==> src/rtl/mono_bit_rle_bitmap_decoder_defines.svh <==
// assertion macros used by the bitmap decoder datapath
`ifndef MONO_BIT_RLE_BITMAP_DECODER_DEFINES_SVH
`define MONO_BIT_RLE_BITMAP_DECODER_DEFINES_SVH

// same-cycle implication, clocked on clock, off during reset
`define MBRLE_ASSERT_IMP(name, ante, cons, msg) \
   name: assert property (@(posedge clock) disable iff (reset) (ante) |-> (cons)) \
      else $error(msg);

// next-cycle implication, clocked on clock, off during reset
`define MBRLE_ASSERT_NXT(name, ante, cons, msg) \
   name: assert property (@(posedge clock) disable iff (reset) (ante) |=> (cons)) \
      else $error(msg);

`endif

==> src/rtl/mbrle_pkg.sv <==
// types and constants of the run-length bitmap decoder
`default_nettype none
package mbrle_pkg;

   localparam int DEF_MAX_WIDTH  = 2048;
   localparam int DEF_MAX_HEIGHT = 2048;

   localparam int BYTE_W     = 8;
   localparam int ADDR_W     = 19;
   localparam int CFG_DATA_W = 12;
   localparam int STRIDE_W   = 9;
   localparam int RUN_W      = 9;
   localparam int CSR_IDX_W  = 2;

   localparam logic [CFG_DATA_W-1:0] RST_WIDTH  = 12'd144;
   localparam logic [CFG_DATA_W-1:0] RST_HEIGHT = 12'd168;
   localparam logic [STRIDE_W-1:0]   RST_STRIDE = 9'd20;

   localparam int MIN_WIDTH  = 16;
   localparam int MIN_HEIGHT = 1;

   localparam logic [RUN_W-1:0] LONG_RUN    = 9'd258;
   localparam logic [RUN_W-1:0] EXT_BIAS    = 9'd3;
   localparam logic [1:0]       TOK_EXT     = 2'd3;
   localparam logic [2:0]       PAIRS_BYTE  = 3'd4;
   localparam logic [1:0]       EXT_LAST_PR = 2'd3;

   typedef enum logic [CSR_IDX_W-1:0] {
      CSR_WIDTH  = 2'd0,
      CSR_HEIGHT = 2'd1,
      CSR_STRIDE = 2'd2
   } csr_index_type;

   typedef enum logic [2:0] {
      PH_HEADER = 3'd0,
      PH_TOKEN  = 3'd1,
      PH_EXT    = 3'd2,
      PH_DONE   = 3'd3,
      PH_ERROR  = 3'd4
   } phase_type;

   typedef enum logic {
      ST_IDLE  = 1'b0,
      ST_PARSE = 1'b1
   } step_state_type;

   typedef struct packed {
      logic load;
      logic header;
      logic pair;
      logic chunk;
      logic finish;
   } dp_cmd_type;

   typedef struct packed {
      phase_type phase;
      logic      run_busy;
      logic      pairs_zero;
      logic      chunk_emits;
      logic      hold_valid;
      logic      slot_free;
   } dp_status_type;

endpackage
`default_nettype wire

==> src/rtl/mbrle_if.sv <==
// channel interfaces: compressed byte input, bitmap result output, register writes
`default_nettype none
interface mbrle_req_if;
   import mbrle_pkg::*;
   logic              valid;
   logic              ready;
   logic [BYTE_W-1:0] data_byte;
   logic              last_byte;
   modport source (output valid, data_byte, last_byte, input ready);
   modport sink (input valid, data_byte, last_byte, output ready);
endinterface

interface mbrle_rsp_if;
   import mbrle_pkg::*;
   logic              valid;
   logic              ready;
   logic              byte_valid;
   logic [ADDR_W-1:0] byte_address;
   logic [BYTE_W-1:0] byte_value;
   logic              image_done;
   logic              stream_error;
   logic              last_result;
   modport source (output valid, byte_valid, byte_address, byte_value, image_done,
                   stream_error, last_result, input ready);
   modport sink (input valid, byte_valid, byte_address, byte_value, image_done,
                 stream_error, last_result, output ready);
endinterface

interface mbrle_csr_if;
   import mbrle_pkg::*;
   logic                  valid;
   logic                  ready;
   logic [CSR_IDX_W-1:0]  reg_index;
   logic [CFG_DATA_W-1:0] wr_data;
   modport source (output valid, reg_index, wr_data, input ready);
   modport sink (input valid, reg_index, wr_data, output ready);
endinterface
`default_nettype wire

==> src/rtl/mbrle_csr.sv <==
// configuration registers: image width, height and row stride
`default_nettype none
module mbrle_csr (
   input  wire logic                            clock,
   input  wire logic                            reset,
   input  wire logic                            wr_valid,
   output logic                                 wr_ready,
   input  wire logic [mbrle_pkg::CSR_IDX_W-1:0]  wr_index,
   input  wire logic [mbrle_pkg::CFG_DATA_W-1:0] wr_data,
   output logic [mbrle_pkg::CFG_DATA_W-1:0]      cfg_width,
   output logic [mbrle_pkg::CFG_DATA_W-1:0]      cfg_height,
   output logic [mbrle_pkg::STRIDE_W-1:0]        cfg_stride
);
   import mbrle_pkg::*;

   logic [CFG_DATA_W-1:0] width_ff, width_in;
   logic [CFG_DATA_W-1:0] height_ff, height_in;
   logic [STRIDE_W-1:0]   stride_ff, stride_in;

   assign wr_ready = 1'b1;

   always_comb begin
      width_in  = width_ff;
      height_in = height_ff;
      stride_in = stride_ff;
      if (wr_valid) begin
         unique case (wr_index)
            CSR_WIDTH:  width_in  = wr_data;
            CSR_HEIGHT: height_in = wr_data;
            CSR_STRIDE: stride_in = wr_data[STRIDE_W-1:0];
            default: ;
         endcase
      end
   end

   always_ff @(posedge clock) begin
      if (reset) begin
         width_ff  <= RST_WIDTH;
         height_ff <= RST_HEIGHT;
         stride_ff <= RST_STRIDE;
      end else begin
         width_ff  <= width_in;
         height_ff <= height_in;
         stride_ff <= stride_in;
      end
   end

   assign cfg_width  = width_ff;
   assign cfg_height = height_ff;
   assign cfg_stride = stride_ff;

endmodule
`default_nettype wire

==> src/rtl/mbrle_ctrl.sv <==
// step controller: sequences accept, header, token pairs, run chunks and closing result
`default_nettype none
module mbrle_ctrl (
   input  wire logic                     clock,
   input  wire logic                     reset,
   input  wire logic                     req_valid,
   output logic                          req_ready,
   input  wire mbrle_pkg::dp_status_type status,
   output mbrle_pkg::dp_cmd_type         cmd
);
   import mbrle_pkg::*;

   step_state_type state_ff, state_in;
   logic           stall_chunk;

   always_ff @(posedge clock) begin
      if (reset) begin
         state_ff <= ST_IDLE;
      end else begin
         state_ff <= state_in;
      end
   end

   always_comb begin
      cmd         = '0;
      req_ready   = 1'b0;
      state_in    = state_ff;
      stall_chunk = status.chunk_emits && status.hold_valid && !status.slot_free;
      unique case (state_ff)
         ST_IDLE: begin
            req_ready = 1'b1;
            if (req_valid) begin
               cmd.load = 1'b1;
               state_in = ST_PARSE;
            end
         end
         ST_PARSE: begin
            if (status.phase == PH_HEADER) begin
               cmd.header = 1'b1;
            end else if (status.run_busy) begin
               cmd.chunk = !stall_chunk;
            end else if (status.pairs_zero || status.phase == PH_DONE ||
                         status.phase == PH_ERROR) begin
               if (status.slot_free) begin
                  cmd.finish = 1'b1;
                  state_in   = ST_IDLE;
               end
            end else begin
               cmd.pair = 1'b1;
            end
         end
         default: state_in = ST_IDLE;
      endcase
   end

endmodule
`default_nettype wire

==> src/rtl/mbrle_dpath.sv <==
// datapath: token parsing, pixel packing, address generation and result registers
`default_nettype none
`include "mono_bit_rle_bitmap_decoder_defines.svh"
module mbrle_dpath #(
   parameter int MAX_WIDTH  = mbrle_pkg::DEF_MAX_WIDTH,
   parameter int MAX_HEIGHT = mbrle_pkg::DEF_MAX_HEIGHT
) (
   input  wire logic                            clock,
   input  wire logic                            reset,
   input  wire mbrle_pkg::dp_cmd_type           cmd,
   output mbrle_pkg::dp_status_type             status,
   input  wire logic [mbrle_pkg::BYTE_W-1:0]     req_data,
   input  wire logic                            req_last,
   input  wire logic [mbrle_pkg::CFG_DATA_W-1:0] cfg_width,
   input  wire logic [mbrle_pkg::CFG_DATA_W-1:0] cfg_height,
   input  wire logic [mbrle_pkg::STRIDE_W-1:0]   cfg_stride,
   input  wire logic                            rsp_ready,
   output logic                                 rsp_valid,
   output logic                                 rsp_byte_valid,
   output logic [mbrle_pkg::ADDR_W-1:0]          rsp_address,
   output logic [mbrle_pkg::BYTE_W-1:0]          rsp_value,
   output logic                                 rsp_done,
   output logic                                 rsp_error,
   output logic                                 rsp_last
);
   import mbrle_pkg::*;

   localparam int CW = $clog2(MAX_WIDTH + 1);
   localparam int RW = $clog2(MAX_HEIGHT + 1);

   // stream state
   phase_type          phase_ff, phase_in;
   logic               color_ff, color_in;
   logic [5:0]         tok_ff, tok_in;
   logic [1:0]         tok_cnt_ff, tok_cnt_in;
   logic [RUN_W-1:0]   run_ff, run_in;
   logic [CW-1:0]      col_ff, col_in;
   logic [RW-1:0]      row_ff, row_in;
   logic [ADDR_W-1:0]  base_ff, base_in;
   logic [BYTE_W-1:0]  pend_ff, pend_in;
   logic [2:0]         pairs_ff, pairs_in;
   logic               hold_valid_ff, hold_valid_in;
   logic               out_valid_ff, out_valid_in;

   // payload
   logic [BYTE_W-1:0]  byte_ff, byte_in;
   logic               last_ff, last_in;
   logic               run_color_ff, run_color_in;
   logic [CW-1:0]      w_ff, w_in;
   logic [RW-1:0]      h_ff, h_in;
   logic [STRIDE_W-1:0] stride_ff, stride_in;
   logic [ADDR_W-1:0]  hold_addr_ff, hold_addr_in;
   logic [BYTE_W-1:0]  hold_value_ff, hold_value_in;
   logic               hold_done_ff, hold_done_in;
   logic               out_bvalid_ff, out_bvalid_in;
   logic [ADDR_W-1:0]  out_addr_ff, out_addr_in;
   logic [BYTE_W-1:0]  out_value_ff, out_value_in;
   logic               out_done_ff, out_done_in;
   logic               out_err_ff, out_err_in;
   logic               out_last_ff, out_last_in;

   // chunk terms
   logic [2:0]         col_lo;
   logic [3:0]         room_byte;
   logic [CW-1:0]      room_row;
   logic [3:0]         chunk_n;
   logic [3:0]         end_lo;
   logic [BYTE_W-1:0]  chunk_mask;
   logic [BYTE_W-1:0]  pend_new;
   logic [CW-1:0]      col_new;
   logic               row_end;
   logic               byte_end;
   logic               last_row;
   logic [ADDR_W-1:0]  chunk_addr;

   // pair and header terms
   logic [1:0]         pair_bits;
   logic [7:0]         ext_val;
   logic [12:0]        w_raw;
   logic [12:0]        w_sel;
   logic [12:0]        h_raw;
   logic [12:0]        h_sel;
   logic [13:0]        need_bytes;
   logic               stride_short;
   logic               fin_err;
   logic               slot_free;

   always_comb begin
      col_lo     = col_ff[2:0];
      room_byte  = 4'd8 - {1'b0, col_lo};
      room_row   = w_ff - col_ff;
      chunk_n    = room_byte;
      if (run_ff < RUN_W'(chunk_n)) begin
         chunk_n = run_ff[3:0];
      end
      if (room_row < CW'(chunk_n)) begin
         chunk_n = room_row[3:0];
      end
      end_lo     = {1'b0, col_lo} + chunk_n;
      chunk_mask = (8'hFF >> col_lo) & ~(8'hFF >> end_lo);
      pend_new   = pend_ff | ({BYTE_W{run_color_ff}} & chunk_mask);
      col_new    = col_ff + CW'(chunk_n);
      row_end    = (col_new == w_ff);
      byte_end   = (end_lo == 4'd8) || row_end;
      last_row   = (row_ff == h_ff - RW'(1));
      chunk_addr = base_ff + ADDR_W'(col_ff >> 3);

      pair_bits  = byte_ff[7:6];
      ext_val    = {tok_ff, pair_bits};

      w_raw = {1'b0, cfg_width};
      if (w_raw < 13'(MIN_WIDTH)) begin
         w_sel = 13'(MIN_WIDTH);
      end else if (w_raw > 13'(MAX_WIDTH)) begin
         w_sel = 13'(MAX_WIDTH);
      end else begin
         w_sel = w_raw;
      end
      h_raw = {1'b0, cfg_height};
      if (h_raw < 13'(MIN_HEIGHT)) begin
         h_sel = 13'(MIN_HEIGHT);
      end else if (h_raw > 13'(MAX_HEIGHT)) begin
         h_sel = 13'(MAX_HEIGHT);
      end else begin
         h_sel = h_raw;
      end
      need_bytes   = (14'(w_sel) + 14'd7) >> 3;
      stride_short = 14'(cfg_stride) < need_bytes;

      fin_err   = (phase_ff == PH_ERROR) ||
                  (last_ff && (phase_ff == PH_TOKEN || phase_ff == PH_EXT));
      slot_free = !out_valid_ff || rsp_ready;
   end

   always_comb begin
      phase_in      = phase_ff;
      color_in      = color_ff;
      tok_in        = tok_ff;
      tok_cnt_in    = tok_cnt_ff;
      run_in        = run_ff;
      col_in        = col_ff;
      row_in        = row_ff;
      base_in       = base_ff;
      pend_in       = pend_ff;
      pairs_in      = pairs_ff;
      hold_valid_in = hold_valid_ff;
      out_valid_in  = out_valid_ff && !rsp_ready;
      byte_in       = byte_ff;
      last_in       = last_ff;
      run_color_in  = run_color_ff;
      w_in          = w_ff;
      h_in          = h_ff;
      stride_in     = stride_ff;
      hold_addr_in  = hold_addr_ff;
      hold_value_in = hold_value_ff;
      hold_done_in  = hold_done_ff;
      out_bvalid_in = out_bvalid_ff;
      out_addr_in   = out_addr_ff;
      out_value_in  = out_value_ff;
      out_done_in   = out_done_ff;
      out_err_in    = out_err_ff;
      out_last_in   = out_last_ff;

      if (cmd.load) begin
         byte_in  = req_data;
         last_in  = req_last;
         pairs_in = PAIRS_BYTE;
      end else if (cmd.header) begin
         w_in       = CW'(w_sel);
         h_in       = RW'(h_sel);
         stride_in  = cfg_stride;
         color_in   = byte_ff[0];
         tok_in     = '0;
         tok_cnt_in = '0;
         run_in     = '0;
         col_in     = '0;
         row_in     = '0;
         base_in    = '0;
         pend_in    = '0;
         pairs_in   = '0;
         phase_in   = stride_short ? PH_ERROR : PH_TOKEN;
      end else if (cmd.pair) begin
         byte_in  = {byte_ff[5:0], 2'b00};
         pairs_in = pairs_ff - 3'd1;
         if (phase_ff == PH_TOKEN) begin
            if (pair_bits == TOK_EXT) begin
               phase_in   = PH_EXT;
               tok_in     = '0;
               tok_cnt_in = '0;
            end else begin
               run_in       = RUN_W'(pair_bits) + RUN_W'(1);
               run_color_in = color_ff;
               color_in     = !color_ff;
            end
         end else begin
            tok_in     = ext_val[5:0];
            tok_cnt_in = tok_cnt_ff + 2'd1;
            if (tok_cnt_ff == EXT_LAST_PR) begin
               phase_in     = PH_TOKEN;
               tok_in       = '0;
               tok_cnt_in   = '0;
               run_color_in = color_ff;
               if (ext_val == 8'd0) begin
                  run_in = LONG_RUN;
               end else begin
                  run_in   = RUN_W'(ext_val) + EXT_BIAS;
                  color_in = !color_ff;
               end
            end
         end
      end else if (cmd.chunk) begin
         run_in  = run_ff - RUN_W'(chunk_n);
         pend_in = pend_new;
         col_in  = col_new;
         if (byte_end) begin
            pend_in = '0;
            if (hold_valid_ff) begin
               out_valid_in  = 1'b1;
               out_bvalid_in = 1'b1;
               out_addr_in   = hold_addr_ff;
               out_value_in  = hold_value_ff;
               out_done_in   = hold_done_ff;
               out_err_in    = 1'b0;
               out_last_in   = 1'b0;
            end
            hold_valid_in = 1'b1;
            hold_addr_in  = chunk_addr;
            hold_value_in = pend_new;
            hold_done_in  = row_end && last_row;
         end
         if (row_end) begin
            col_in  = '0;
            row_in  = row_ff + RW'(1);
            base_in = base_ff + ADDR_W'(stride_ff);
            if (last_row) begin
               phase_in = PH_DONE;
               run_in   = '0;
            end
         end
      end else if (cmd.finish) begin
         out_valid_in  = 1'b1;
         out_bvalid_in = hold_valid_ff;
         out_addr_in   = hold_valid_ff ? hold_addr_ff : '0;
         out_value_in  = hold_valid_ff ? hold_value_ff : '0;
         out_done_in   = hold_valid_ff ? hold_done_ff : (phase_ff == PH_DONE);
         out_err_in    = fin_err;
         out_last_in   = 1'b1;
         hold_valid_in = 1'b0;
         if (last_ff) begin
            phase_in   = PH_HEADER;
            color_in   = 1'b0;
            tok_in     = '0;
            tok_cnt_in = '0;
            run_in     = '0;
            col_in     = '0;
            row_in     = '0;
            base_in    = '0;
            pend_in    = '0;
         end
      end
   end

   always_ff @(posedge clock) begin
      if (reset) begin
         phase_ff      <= PH_HEADER;
         color_ff      <= 1'b0;
         tok_ff        <= '0;
         tok_cnt_ff    <= '0;
         run_ff        <= '0;
         col_ff        <= '0;
         row_ff        <= '0;
         base_ff       <= '0;
         pend_ff       <= '0;
         pairs_ff      <= '0;
         hold_valid_ff <= 1'b0;
         out_valid_ff  <= 1'b0;
      end else begin
         phase_ff      <= phase_in;
         color_ff      <= color_in;
         tok_ff        <= tok_in;
         tok_cnt_ff    <= tok_cnt_in;
         run_ff        <= run_in;
         col_ff        <= col_in;
         row_ff        <= row_in;
         base_ff       <= base_in;
         pend_ff       <= pend_in;
         pairs_ff      <= pairs_in;
         hold_valid_ff <= hold_valid_in;
         out_valid_ff  <= out_valid_in;
      end
   end

   always_ff @(posedge clock) begin
      byte_ff       <= byte_in;
      last_ff       <= last_in;
      run_color_ff  <= run_color_in;
      w_ff          <= w_in;
      h_ff          <= h_in;
      stride_ff     <= stride_in;
      hold_addr_ff  <= hold_addr_in;
      hold_value_ff <= hold_value_in;
      hold_done_ff  <= hold_done_in;
      out_bvalid_ff <= out_bvalid_in;
      out_addr_ff   <= out_addr_in;
      out_value_ff  <= out_value_in;
      out_done_ff   <= out_done_in;
      out_err_ff    <= out_err_in;
      out_last_ff   <= out_last_in;
   end

   assign status.phase       = phase_ff;
   assign status.run_busy    = (run_ff != '0);
   assign status.pairs_zero  = (pairs_ff == '0);
   assign status.chunk_emits = byte_end;
   assign status.hold_valid  = hold_valid_ff;
   assign status.slot_free   = slot_free;

   assign rsp_valid      = out_valid_ff;
   assign rsp_byte_valid = out_bvalid_ff;
   assign rsp_address    = out_addr_ff;
   assign rsp_value      = out_value_ff;
   assign rsp_done       = out_done_ff;
   assign rsp_error      = out_err_ff;
   assign rsp_last       = out_last_ff;

   `MBRLE_ASSERT_IMP(a_run_only_decoding, run_ff != '0, phase_ff == PH_TOKEN || phase_ff == PH_EXT, "run pending outside token decoding")
   `MBRLE_ASSERT_IMP(a_pend_ahead_clear, phase_ff == PH_TOKEN || phase_ff == PH_EXT, (pend_ff & (8'hFF >> col_ff[2:0])) == 8'h00, "pending byte has bits at or past the column")
   `MBRLE_ASSERT_IMP(a_error_on_last, out_valid_ff && out_err_ff, out_last_ff, "error flag on a result that does not close its transfer")
   `MBRLE_ASSERT_NXT(a_done_sticks, phase_ff == PH_DONE, phase_ff == PH_DONE || phase_ff == PH_HEADER, "finished image left done for a decoding phase")

endmodule
`default_nettype wire

==> src/rtl/mono_bit_rle_bitmap_decoder.sv <==
// Two-bit run-length decoder for a 1bpp bitmap. Compressed bytes come in on req_ch, one per
// transfer; the first byte of a stream gives the start color in bit 0 and latches width,
// height and stride from the registers on csr_ch. Every decoded bitmap byte leaves on rsp_ch
// with its address (row times stride plus column over eight); a byte that completes nothing
// gives one status result, and the final result of each input byte carries last_result and
// any stream error. An input byte is accepted, decoded as header or in four two-bit token
// steps with run chunks between them, and closed by a result; the next byte is taken only
// then. A chunk writes up to eight pixels and ends at a byte, row or run boundary; result
// backpressure stalls chunks through a one-entry hold register and the output register.
`default_nettype none
module mono_bit_rle_bitmap_decoder #(
   parameter int MAX_WIDTH  = mbrle_pkg::DEF_MAX_WIDTH,
   parameter int MAX_HEIGHT = mbrle_pkg::DEF_MAX_HEIGHT
) (
   input wire logic    clock,
   input wire logic    reset,
   mbrle_req_if.sink   req_ch,
   mbrle_rsp_if.source rsp_ch,
   mbrle_csr_if.sink   csr_ch
);
   import mbrle_pkg::*;

   logic [CFG_DATA_W-1:0] cfg_width;
   logic [CFG_DATA_W-1:0] cfg_height;
   logic [STRIDE_W-1:0]   cfg_stride;
   dp_cmd_type            cmd;
   dp_status_type         status;

   mbrle_csr u_csr (
      .clock      (clock),
      .reset      (reset),
      .wr_valid   (csr_ch.valid),
      .wr_ready   (csr_ch.ready),
      .wr_index   (csr_ch.reg_index),
      .wr_data    (csr_ch.wr_data),
      .cfg_width  (cfg_width),
      .cfg_height (cfg_height),
      .cfg_stride (cfg_stride)
   );

   mbrle_ctrl u_ctrl (
      .clock     (clock),
      .reset     (reset),
      .req_valid (req_ch.valid),
      .req_ready (req_ch.ready),
      .status    (status),
      .cmd       (cmd)
   );

   mbrle_dpath #(
      .MAX_WIDTH  (MAX_WIDTH),
      .MAX_HEIGHT (MAX_HEIGHT)
   ) u_dpath (
      .clock          (clock),
      .reset          (reset),
      .cmd            (cmd),
      .status         (status),
      .req_data       (req_ch.data_byte),
      .req_last       (req_ch.last_byte),
      .cfg_width      (cfg_width),
      .cfg_height     (cfg_height),
      .cfg_stride     (cfg_stride),
      .rsp_ready      (rsp_ch.ready),
      .rsp_valid      (rsp_ch.valid),
      .rsp_byte_valid (rsp_ch.byte_valid),
      .rsp_address    (rsp_ch.byte_address),
      .rsp_value      (rsp_ch.byte_value),
      .rsp_done       (rsp_ch.image_done),
      .rsp_error      (rsp_ch.stream_error),
      .rsp_last       (rsp_ch.last_result)
   );

endmodule
`default_nettype wire

==> src/flat_wrapper.sv <==
// flat-port wrapper written by rule: the top's interface ports become plain ports
module mono_bit_rle_bitmap_decoder_flat import mbrle_pkg::*;
#(
   parameter int MAX_WIDTH  = mbrle_pkg::DEF_MAX_WIDTH,
   parameter int MAX_HEIGHT = mbrle_pkg::DEF_MAX_HEIGHT
)
  (clock, reset, req_ch_valid, req_ch_data_byte, req_ch_last_byte, req_ch_ready, rsp_ch_valid, rsp_ch_byte_valid, rsp_ch_byte_address, rsp_ch_byte_value, rsp_ch_image_done, rsp_ch_stream_error, rsp_ch_last_result, rsp_ch_ready, csr_ch_valid, csr_ch_reg_index, csr_ch_wr_data, csr_ch_ready);
  mbrle_req_if req_ch_i ();
  mbrle_rsp_if rsp_ch_i ();
  mbrle_csr_if csr_ch_i ();
  input wire logic clock;
  input wire logic reset;
  input wire logic [$bits(req_ch_i.valid)-1:0] req_ch_valid;
  input wire logic [$bits(req_ch_i.data_byte)-1:0] req_ch_data_byte;
  input wire logic [$bits(req_ch_i.last_byte)-1:0] req_ch_last_byte;
  output wire logic [$bits(req_ch_i.ready)-1:0] req_ch_ready;
  output wire logic [$bits(rsp_ch_i.valid)-1:0] rsp_ch_valid;
  output wire logic [$bits(rsp_ch_i.byte_valid)-1:0] rsp_ch_byte_valid;
  output wire logic [$bits(rsp_ch_i.byte_address)-1:0] rsp_ch_byte_address;
  output wire logic [$bits(rsp_ch_i.byte_value)-1:0] rsp_ch_byte_value;
  output wire logic [$bits(rsp_ch_i.image_done)-1:0] rsp_ch_image_done;
  output wire logic [$bits(rsp_ch_i.stream_error)-1:0] rsp_ch_stream_error;
  output wire logic [$bits(rsp_ch_i.last_result)-1:0] rsp_ch_last_result;
  input wire logic [$bits(rsp_ch_i.ready)-1:0] rsp_ch_ready;
  input wire logic [$bits(csr_ch_i.valid)-1:0] csr_ch_valid;
  input wire logic [$bits(csr_ch_i.reg_index)-1:0] csr_ch_reg_index;
  input wire logic [$bits(csr_ch_i.wr_data)-1:0] csr_ch_wr_data;
  output wire logic [$bits(csr_ch_i.ready)-1:0] csr_ch_ready;
  assign req_ch_i.valid = req_ch_valid;
  assign req_ch_i.data_byte = req_ch_data_byte;
  assign req_ch_i.last_byte = req_ch_last_byte;
  assign req_ch_ready = req_ch_i.ready;
  assign rsp_ch_valid = rsp_ch_i.valid;
  assign rsp_ch_byte_valid = rsp_ch_i.byte_valid;
  assign rsp_ch_byte_address = rsp_ch_i.byte_address;
  assign rsp_ch_byte_value = rsp_ch_i.byte_value;
  assign rsp_ch_image_done = rsp_ch_i.image_done;
  assign rsp_ch_stream_error = rsp_ch_i.stream_error;
  assign rsp_ch_last_result = rsp_ch_i.last_result;
  assign rsp_ch_i.ready = rsp_ch_ready;
  assign csr_ch_i.valid = csr_ch_valid;
  assign csr_ch_i.reg_index = csr_ch_reg_index;
  assign csr_ch_i.wr_data = csr_ch_wr_data;
  assign csr_ch_ready = csr_ch_i.ready;
  mono_bit_rle_bitmap_decoder #(.MAX_WIDTH(MAX_WIDTH), .MAX_HEIGHT(MAX_HEIGHT)) u_core (.clock(clock), .reset(reset), .req_ch(req_ch_i), .rsp_ch(rsp_ch_i), .csr_ch(csr_ch_i));
endmodule
==> config.mk <==
export PLATFORM = sky130hd
export DESIGN_NAME = mono_bit_rle_bitmap_decoder_flat
export DESIGN_NICKNAME = d
export VERILOG_FILES = /design/src/rtl/mbrle_pkg.sv /design/src/rtl/mbrle_if.sv /design/src/rtl/mbrle_csr.sv /design/src/rtl/mbrle_ctrl.sv /design/src/rtl/mbrle_dpath.sv /design/src/rtl/mono_bit_rle_bitmap_decoder.sv /design/src/flat_wrapper.sv
export VERILOG_INCLUDE_DIRS = /design/src /design/src/rtl
export SDC_FILE = /design/constraint.sdc
export NUM_CORES = 1
export LEC_CHECK = 0
export ABC_AREA = 1
export BUFFER_PORTS_ARGS = -buffer_cell sky130_fd_sc_hd__buf_2
export CAP_MARGIN = 10
export CORE_ASPECT_RATIO = 0.9
export CORE_MARGIN = 2
export CORE_UTILIZATION = 45
export DETAILED_ROUTE_END_ITERATION = 10
export MAX_ROUTING_LAYER = met4
export REMOVE_ABC_BUFFERS = 1
export SLEW_MARGIN = 20
export SYNTH_ARGS = -nofsm -noshare
export SYNTH_HDL_FRONTEND = slang
export SYNTH_SLANG_ARGS = --single-unit
==> constraint.sdc <==
create_clock -name clock -period 8 [get_ports clock]
set_input_delay 0.8 -clock clock [delete_from_list [all_inputs] [get_ports clock]]
set_output_delay 0.8 -clock clock [all_outputs]
set_load 0.005 [all_outputs]
* Yosys cells after proc, flatten, opt, wreduce, memory -nomap -nowiden
Index checks and enable logic that the tools add are counted.
** Storage, ports and cells
- Flip-flop bits (word level) :: 213
- Output and inout port bits :: 34
- Memories :: 0
- Memory bits (read-only) :: 0
- Bits in writable memories :: 0
- Bits of input ports :: 28
- Word-level logic and storage cells :: 271
- Latch bits :: 0
** Cells by class
- Equal/unequal tests :: 24
- Shift operators :: 2
- Multiply operators :: 0
- $lt $le $gt $ge :: 7
- Muxes and demuxes :: 135
- Add/subtract/negate cells :: 14
- Bitwise operators :: 8
- Reduce and logical (&&, ||, !) cells :: 48
- Div/mod/pow operators :: 0
** Operators with widths (number)
- $mux 19 :: 11
- $mux 12 :: 13
- $mux 8 :: 14
- $mux 9 :: 11
- $mux 1 :: 51
- $mux 6 :: 8
- $mux 3 :: 15
- $add 19x9->19 :: 2
- $reduce_and 5->1 :: 6
- $eq 12x12->1 :: 2
- $gt 12x12->1 const B :: 2
- $and 8x8->8 :: 2
- $mux 2 :: 8
- $ne 4x3->1 const B :: 4
- $reduce_bool 3->1 :: 5
- $add 13x3->14 const B :: 1
- $reduce_and 7->1 :: 2
- $add 12x1->12 const B :: 1
- $add 12x4->12 :: 1
- $lt 12x1->1 const B :: 1
- $lt 12x4->1 :: 1
- $lt 12x5->1 const B :: 1
- $mux 4 :: 3
- $sub 12x1->12 const B :: 1
- 41 further kinds :: 72

* Logic depth before layout (Yosys ltp)
- Depth in word-level cells :: 19
- Gate-level depth with buffers :: 48
- Gate-level depth less buffers :: 47

* Cells and area by module
A second synthesis with hierarchy kept.
** Second synthesis, totals
- Cell total of the unflattened synthesis :: 1664
- Area total of the unflattened synthesis :: 12729.7 µm²
** Modules (own cells, without submodules)
- mbrle_dpath :: cells each 1433, area each 11121.9 µm², instances 1
- mbrle_csr :: cells each 206, area each 1465.2 µm², instances 1
- mbrle_ctrl :: cells each 25, area each 142.6 µm², instances 1

* Worst setup path before layout
Ideal clock, no wire load.
- Path kind :: register -> register
- Start :: register u_core.u_dpath.col_ff[1]
- End :: register u_core.u_dpath.out_addr_ff[0] (netlist: u_core.u_dpath.rsp_address[0]) (enable)
- Data required time :: 7.579 ns
- Cell stages (with the launch flop) :: 41
- Setup time :: 0.421 ns
- Buffers on the path :: 2
- Arrival :: 6.395 ns
- Clock period less this slack :: 6.815 ns
- Setup slack :: 1.185 ns
- Path through :: dfxtp_1 -> inv_1 -> ha_1 -> inv_1 -> ha_1 -> nand3_1 -> nor2_1 -> a21oi_2 -> nand2_2 -> o21ai_0 -> inv_1 -> ha_1 -> a21oi_1 -> nand3_1 -> nor2_1 -> nand2_1 -> nor2_1 -> nand2_1 -> (+5 left out) -> fa_1 -> nand3_1 -> nand3_1 -> nand2_1 -> nor2_1 -> inv_2 -> nand2_1 -> xor2_1 -> nand2_1 -> nor3_2 -> nand3_2 -> nand2_4 -> nand3_4 -> nand2_2 -> buf_6 -> buf_6 -> nor2_1 -> nor2_1
** Between the ends
- Word-level cells in the longest chain between the ends :: 16
- Elaborated cells on any way between the ends :: 21
- Those cells by class :: 4 x add/sub; 2 x order compare; 4 x eq/ne; 5 x mux; 6 x reduce/logical
** RTL lines
- from (decl) :: RTL line mbrle_dpath.sv:37 : logic [CW-1:0] col_ff, col_in;
- from (signal assigned) :: RTL line mbrle_dpath.sv:283 : col_ff <= col_in;
- $sub 4x3->4 :: RTL line mbrle_dpath.sv:90 : room_byte = 4'd8 - {1'b0, col_lo};
- $lt 9x4->1 :: RTL line mbrle_dpath.sv:93 : if (run_ff < RUN_W'(chunk_n)) begin
- $mux 4 :: RTL line mbrle_dpath.sv:93
- $lt 12x4->1 :: RTL line mbrle_dpath.sv:96 : if (room_row < CW'(chunk_n)) begin
- $mux 4 :: RTL line mbrle_dpath.sv:96
- $add 12x4->12 / $add 3x4->4 (equally long branches) :: RTL line mbrle_dpath.sv:102, mbrle_dpath.sv:99
- $eq 12x12->1 / $eq 4x4->1 (equally long branches) :: RTL line mbrle_dpath.sv:103, mbrle_dpath.sv:104
- $logic_or 1x1->1 (*) :: RTL line mbrle_dpath.sv:104 : byte_end = (end_lo == 4'd8) || row_end;
- $logic_and 1x1->1 (2 in series) :: RTL line mbrle_ctrl.sv:28 : stall_chunk = status.chunk_emits && status.hold_valid && !status.slot_free;
- $logic_not 1->1 :: RTL line mbrle_ctrl.sv:41 : cmd.chunk = !stall_chunk;
- $mux 1 :: RTL line mbrle_ctrl.sv:40 : end else if (status.run_busy) begin
- $mux 3 :: RTL line mbrle_ctrl.sv:38 : if (status.phase == PH_HEADER) begin
- $mux 4 :: RTL line mbrle_ctrl.sv:29 : unique case (state_ff)
- $ne 2x2->1 (no line) / $reduce_bool 2->1 (equally long branches)
- $reduce_and 6->1 (no line) (*)
- to (signal assigned) :: RTL line mbrle_dpath.sv:304 : out_addr_ff <= out_addr_in;
- to (decl) :: RTL line mbrle_dpath.sv:56 : logic [ADDR_W-1:0] out_addr_ff, out_addr_in;
Every way passes the cells marked *; elsewhere a longest branch is shown, timed or not.
A chain may end at the register's enable or synchronous reset.

* Final worst setup path
- Start :: register u_core.u_dpath.col_ff[1]
- End :: register u_core.u_dpath.row_ff[2]
** Between the ends
- Word-level cells in the longest chain between the ends :: 17
- Elaborated cells on any way between the ends :: 24
- Those cells by class :: 4 x add/sub; 2 x order compare; 3 x eq/ne; 8 x mux; 7 x reduce/logical
** RTL lines
- $sub 4x3->4 :: RTL line mbrle_dpath.sv:90
- $lt 9x4->1 :: RTL line mbrle_dpath.sv:93
- $mux 4 :: RTL line mbrle_dpath.sv:93
- $lt 12x4->1 :: RTL line mbrle_dpath.sv:96
- $mux 4 :: RTL line mbrle_dpath.sv:96
- $add 12x4->12 / $add 3x4->4 (equally long branches) :: RTL line mbrle_dpath.sv:102, mbrle_dpath.sv:99
- $eq 12x12->1 / $eq 4x4->1 (equally long branches) :: RTL line mbrle_dpath.sv:103, mbrle_dpath.sv:104
- $logic_or 1x1->1 :: RTL line mbrle_dpath.sv:104
- $logic_and 1x1->1 (2 in series) :: RTL line mbrle_ctrl.sv:28
- $logic_not 1->1 :: RTL line mbrle_ctrl.sv:41
- $mux 1 :: RTL line mbrle_ctrl.sv:40
- $mux 3 :: RTL line mbrle_ctrl.sv:38
- $mux 4 :: RTL line mbrle_ctrl.sv:29
- $mux 12 :: RTL line mbrle_dpath.sv:211 : end else if (cmd.chunk) begin
- $mux 12 :: RTL line mbrle_dpath.sv:182 : end else if (cmd.pair) begin
- $mux 12 :: RTL line mbrle_dpath.sv:168 : end else if (cmd.header) begin
- to (signal assigned) :: RTL line mbrle_dpath.sv:284 : row_ff <= row_in;
- to (decl) :: RTL line mbrle_dpath.sv:38 : logic [RW-1:0] row_ff, row_in;
Parallel ways exist; a longest one is shown, timed or not. The select of a mux whose other input is x is not followed.

==> results.toml <==
[detailed_routing]
antenna_left = 0
dr.pass1.iters = 5
drt_iter0_markers = 546
totalWireLength_um = 28000
vias = 10092
drc = 0
route.detailed.wl_per_inst_um = 13.9
viasPerCell = 5.00

[pwr]
internal_power_mw = 2.96
ir_drop_mv = 0.198
p_per_area_nw_per_um2 = 382
p_leak_nw = 5.99
seq_power_share_pct = 30.8
switchingPower_mw = 2.27
swShare_pct = 43.5
p_clk_share_pct = 20.4
pwr-share-comb_pct = 48.8

[worst_hold_path]
min_path_type = "reg2reg"
min_path_cells = 2

[worst_setup_path]
cp_common_cell = "nand2_1"
cp-end-kind = "flip-flop"
required_ns = 8.43
cp_max_fo = 40
r2r.worst_path.cells = 39
setup.worst_path.class = "reg2reg"
critPathSlowestCell = "nor4_1"
max_stage_delay_ns = 0.46
startpoint_type = "flip-flop"
regToRegSetupSlack_ns = 0.84
worstPathArrival_ns = 7.59

[grt]
grt_pass1_vias = 9375
gr-usage-all-layers_pct = 20.4
grt_pass1_wl_um = 46600
grt-ovfl-total = 0
grt_max_degree = 41
antenna_found_initial = 0

[clocking]
clock_path_buffers = 3
cts.root.buffer_cell = "clkbuf_16"
cts_buffers = 24
postCtsSetupBuffers = 0
clock_latency_ns = 0.51
hold_buffers = 0
cts_max_level = 1
cts.sinks = 213
cts_tree = "built"
ctsResizeCount = 0
clk_pin_slew_ns = 0.06

[yosys]
synth.top_cell.area_share_pct = 24.8
ys_types = 51
async_flop_share_pct = 0
ys_warn_count = 0
syn_area_per_cell_um2 = 7.74
synth_edf_count = 102
synth-seq-area-share_pct = 42.9
ys.flop_type = "dfxtp_1"
ys_ff_latch = 213
synth_top_area_cell = "edfxtp_1"
synth.area.top_cells = "edfxtp_1 (25%), dfxtp_1 (18%), nand2_1 (9.6%), nor2_1 (7.6%), inv_1 (6.6%)"
synth_cells = 1593
syn_area_um2 = 12300

[floorplanning]
die_y_um = 161
dieArea_um2 = 28700
start_util_pct = 45.7
fp.coreArea_um2 = 27000
fp.dieW_um = 178
num_rows = 57
ios = 62

[placed_design]
placedCellCount = 1974
hpwl_um = 21100
portBuffers = 60
routabilityCongestion = 0.895
pre_cts_slack_ns = 0.975

[sta]
min_period_ns = 7.16
setup_violations = 0
hold_slack_ns = 0.457
hold_violations = 0
fin_setup_tns_ns = 0
slew_violations = 0
max_freq_mhz = 140
finalClockSkew_ns = 0.00717
finalCritPeriodShare_pct = 89.5
worstMarginPinSlew_ns = 0.978
rsz0062_at_grt = "false"
setup_ws_ns = 0.838
max_slew_margin_pct = 34.4

[run_status]
outcome = "complete, no violations"

[finish]
multiInputGateArea_um2 = 5970
areaGrowthSynthToFinish_pct = 11.0
fin_cells = 2018
fill_cells = 2612
antenna_cells = 0
seqCellArea_um2 = 5290
drive_gt1_share_pct = 9.31
nets = 1741

[job]
cap_violations = 0
cells in the mapped netlist (4+ instances only):
library cell / instances
o211ai_1: 5
a31o_2: 4
a211oi_1: 8
nand3b_1: 7
dfxtp_1: 111
buf_4: 4
nor4_1: 12
inv_2: 13
xnor2_1: 17
a21oi_2: 4
nand3_2: 4
clkbuf_1: 21
xor2_1: 53
buf_2: 8
edfxtp_1: 102
nand4_1: 15
o22ai_1: 7
nand3_1: 72
nor3_1: 26
or2_2: 6
nor2_1: 249
fa_1: 5
o21bai_1: 6
ha_1: 62
o21ai_0: 88
nor3b_1: 7
nand2_2: 10
inv_1: 216
a21oi_1: 88
nand2_1: 314
o21ai_1: 10
stage by stage:
step | instance area (um^2) | total power [mW] | util [%]
after global placement | 12900 | 4.13 | 47.9
after global routing | 13700 | 5.67 | 50.8
after floorplan | 12100 | 3.50 | -
final | 13700 | 5.23 | 50.8
after detailed placement | 12900 | 4.16 | 47.9
after CTS | 13700 | 5.26 | 50.8
critical path: cells and delay by family, from the launching register on:
kind                     cells  cell delay, ns
AO/OA/AOI/OAI                4            0.63
buffers and inverters        6            1.14
flip-flops                   1            0.45
XOR/XNOR                     2            0.55
AND/OR/NAND/NOR             22            2.79
adder cells (fa/ha/maj)      5            1.48
final cells by class:
class,instances,area share [%]
inverters,233,6.41
multi-input cells,1109,43.6
clock buffers,31,4.74
repair buffers,65,2.47
clock inverters,13,0.878
flip-flops and latches,213,38.6
well taps,354,3.24
sequential cells by signal, summed over array words and instances, names as in the netlist, 9 cells and up:
signal / cells
u_core.u_dpath.h_ff: 12
u_core.u_dpath.hold_addr_ff: 19
u_core.u_dpath.row_ff: 12
u_core.u_dpath.w_ff: 12
u_core.u_dpath.run_ff: 9
u_core.u_csr.cfg_height: 12
u_core.u_dpath.col_ff: 12
u_core.u_dpath.stride_ff: 9
u_core.u_dpath.base_ff: 19
u_core.u_dpath.rsp_address: 19
u_core.u_csr.cfg_width: 12
u_core.u_csr.cfg_stride: 9
worst paths after layout:
| path | startpoint | end |
|---|---|---|
| min reg2reg | u_core.u_dpath.pend_ff[3] | u_core.u_dpath.pend_ff[3] |
| max | u_core.u_dpath.col_ff[1] | u_core.u_dpath.row_ff[2] |
| min | u_core.u_dpath.pend_ff[3] | u_core.u_dpath.pend_ff[3] |
| max reg2reg | u_core.u_dpath.col_ff[1] | u_core.u_dpath.row_ff[2] |
logic make-up after synthesis:
logic type	synth area share [%]
AOI/OAI and AO/OA	10.4
xor gates and xnor gates	4.97
adders and majority gates	7.10
buffers and inverters	8.84
DFF	42.9
other	0.0304
and+or+nand+nor	25.8
layout by cell type, fill, tap and decap left out, drive strengths merged, types with 7 or more instances in the layout:
| cell type | synthesis | final |
|---|---|---|
| nand2 | 327 | 327 |
| dfxtp | 111 | 111 |
| nand4 | 15 | 15 |
| nor4 | 12 | 12 |
| inv | 230 | 229 |
| or2 | 8 | 8 |
| xor2 | 53 | 53 |
| o21ai | 98 | 98 |
| ha | 62 | 62 |
| nor3b | 7 | 7 |
| edfxtp | 102 | 102 |
| clkbuf | 21 | 31 |
| nand3 | 77 | 77 |
| a211oi | 8 | 8 |
| nand3b | 7 | 7 |
| buf | 17 | 65 |
| nor2 | 253 | 253 |
| nor3 | 29 | 29 |
| a21oi | 92 | 92 |
| xnor2 | 17 | 17 |
| o22ai | 7 | 7 |
| clkinv | 3 | 12 |
routing by layer:
layer	vias up	track usage [%]	routed length, um
met5	-	-	0
met2	194	30.9	11900
met4	0	3.62	399
met3	31	2.90	1380
met1	4564	29.5	14300
li1	5303	-	-
power groups by stage:
stage	clock network, mW	logic, mW	registers [mW]
4_1_cts	1.10	2.55	1.61
5_1_grt	1.14	2.89	1.64
3_3_place_gp	0	2.51	1.63
2_1_floorplan	0	1.92	1.58
3_5_place_dp	0	2.52	1.63
6_report	1.07	2.55	1.61
Power figures use the tool's default switching activity.
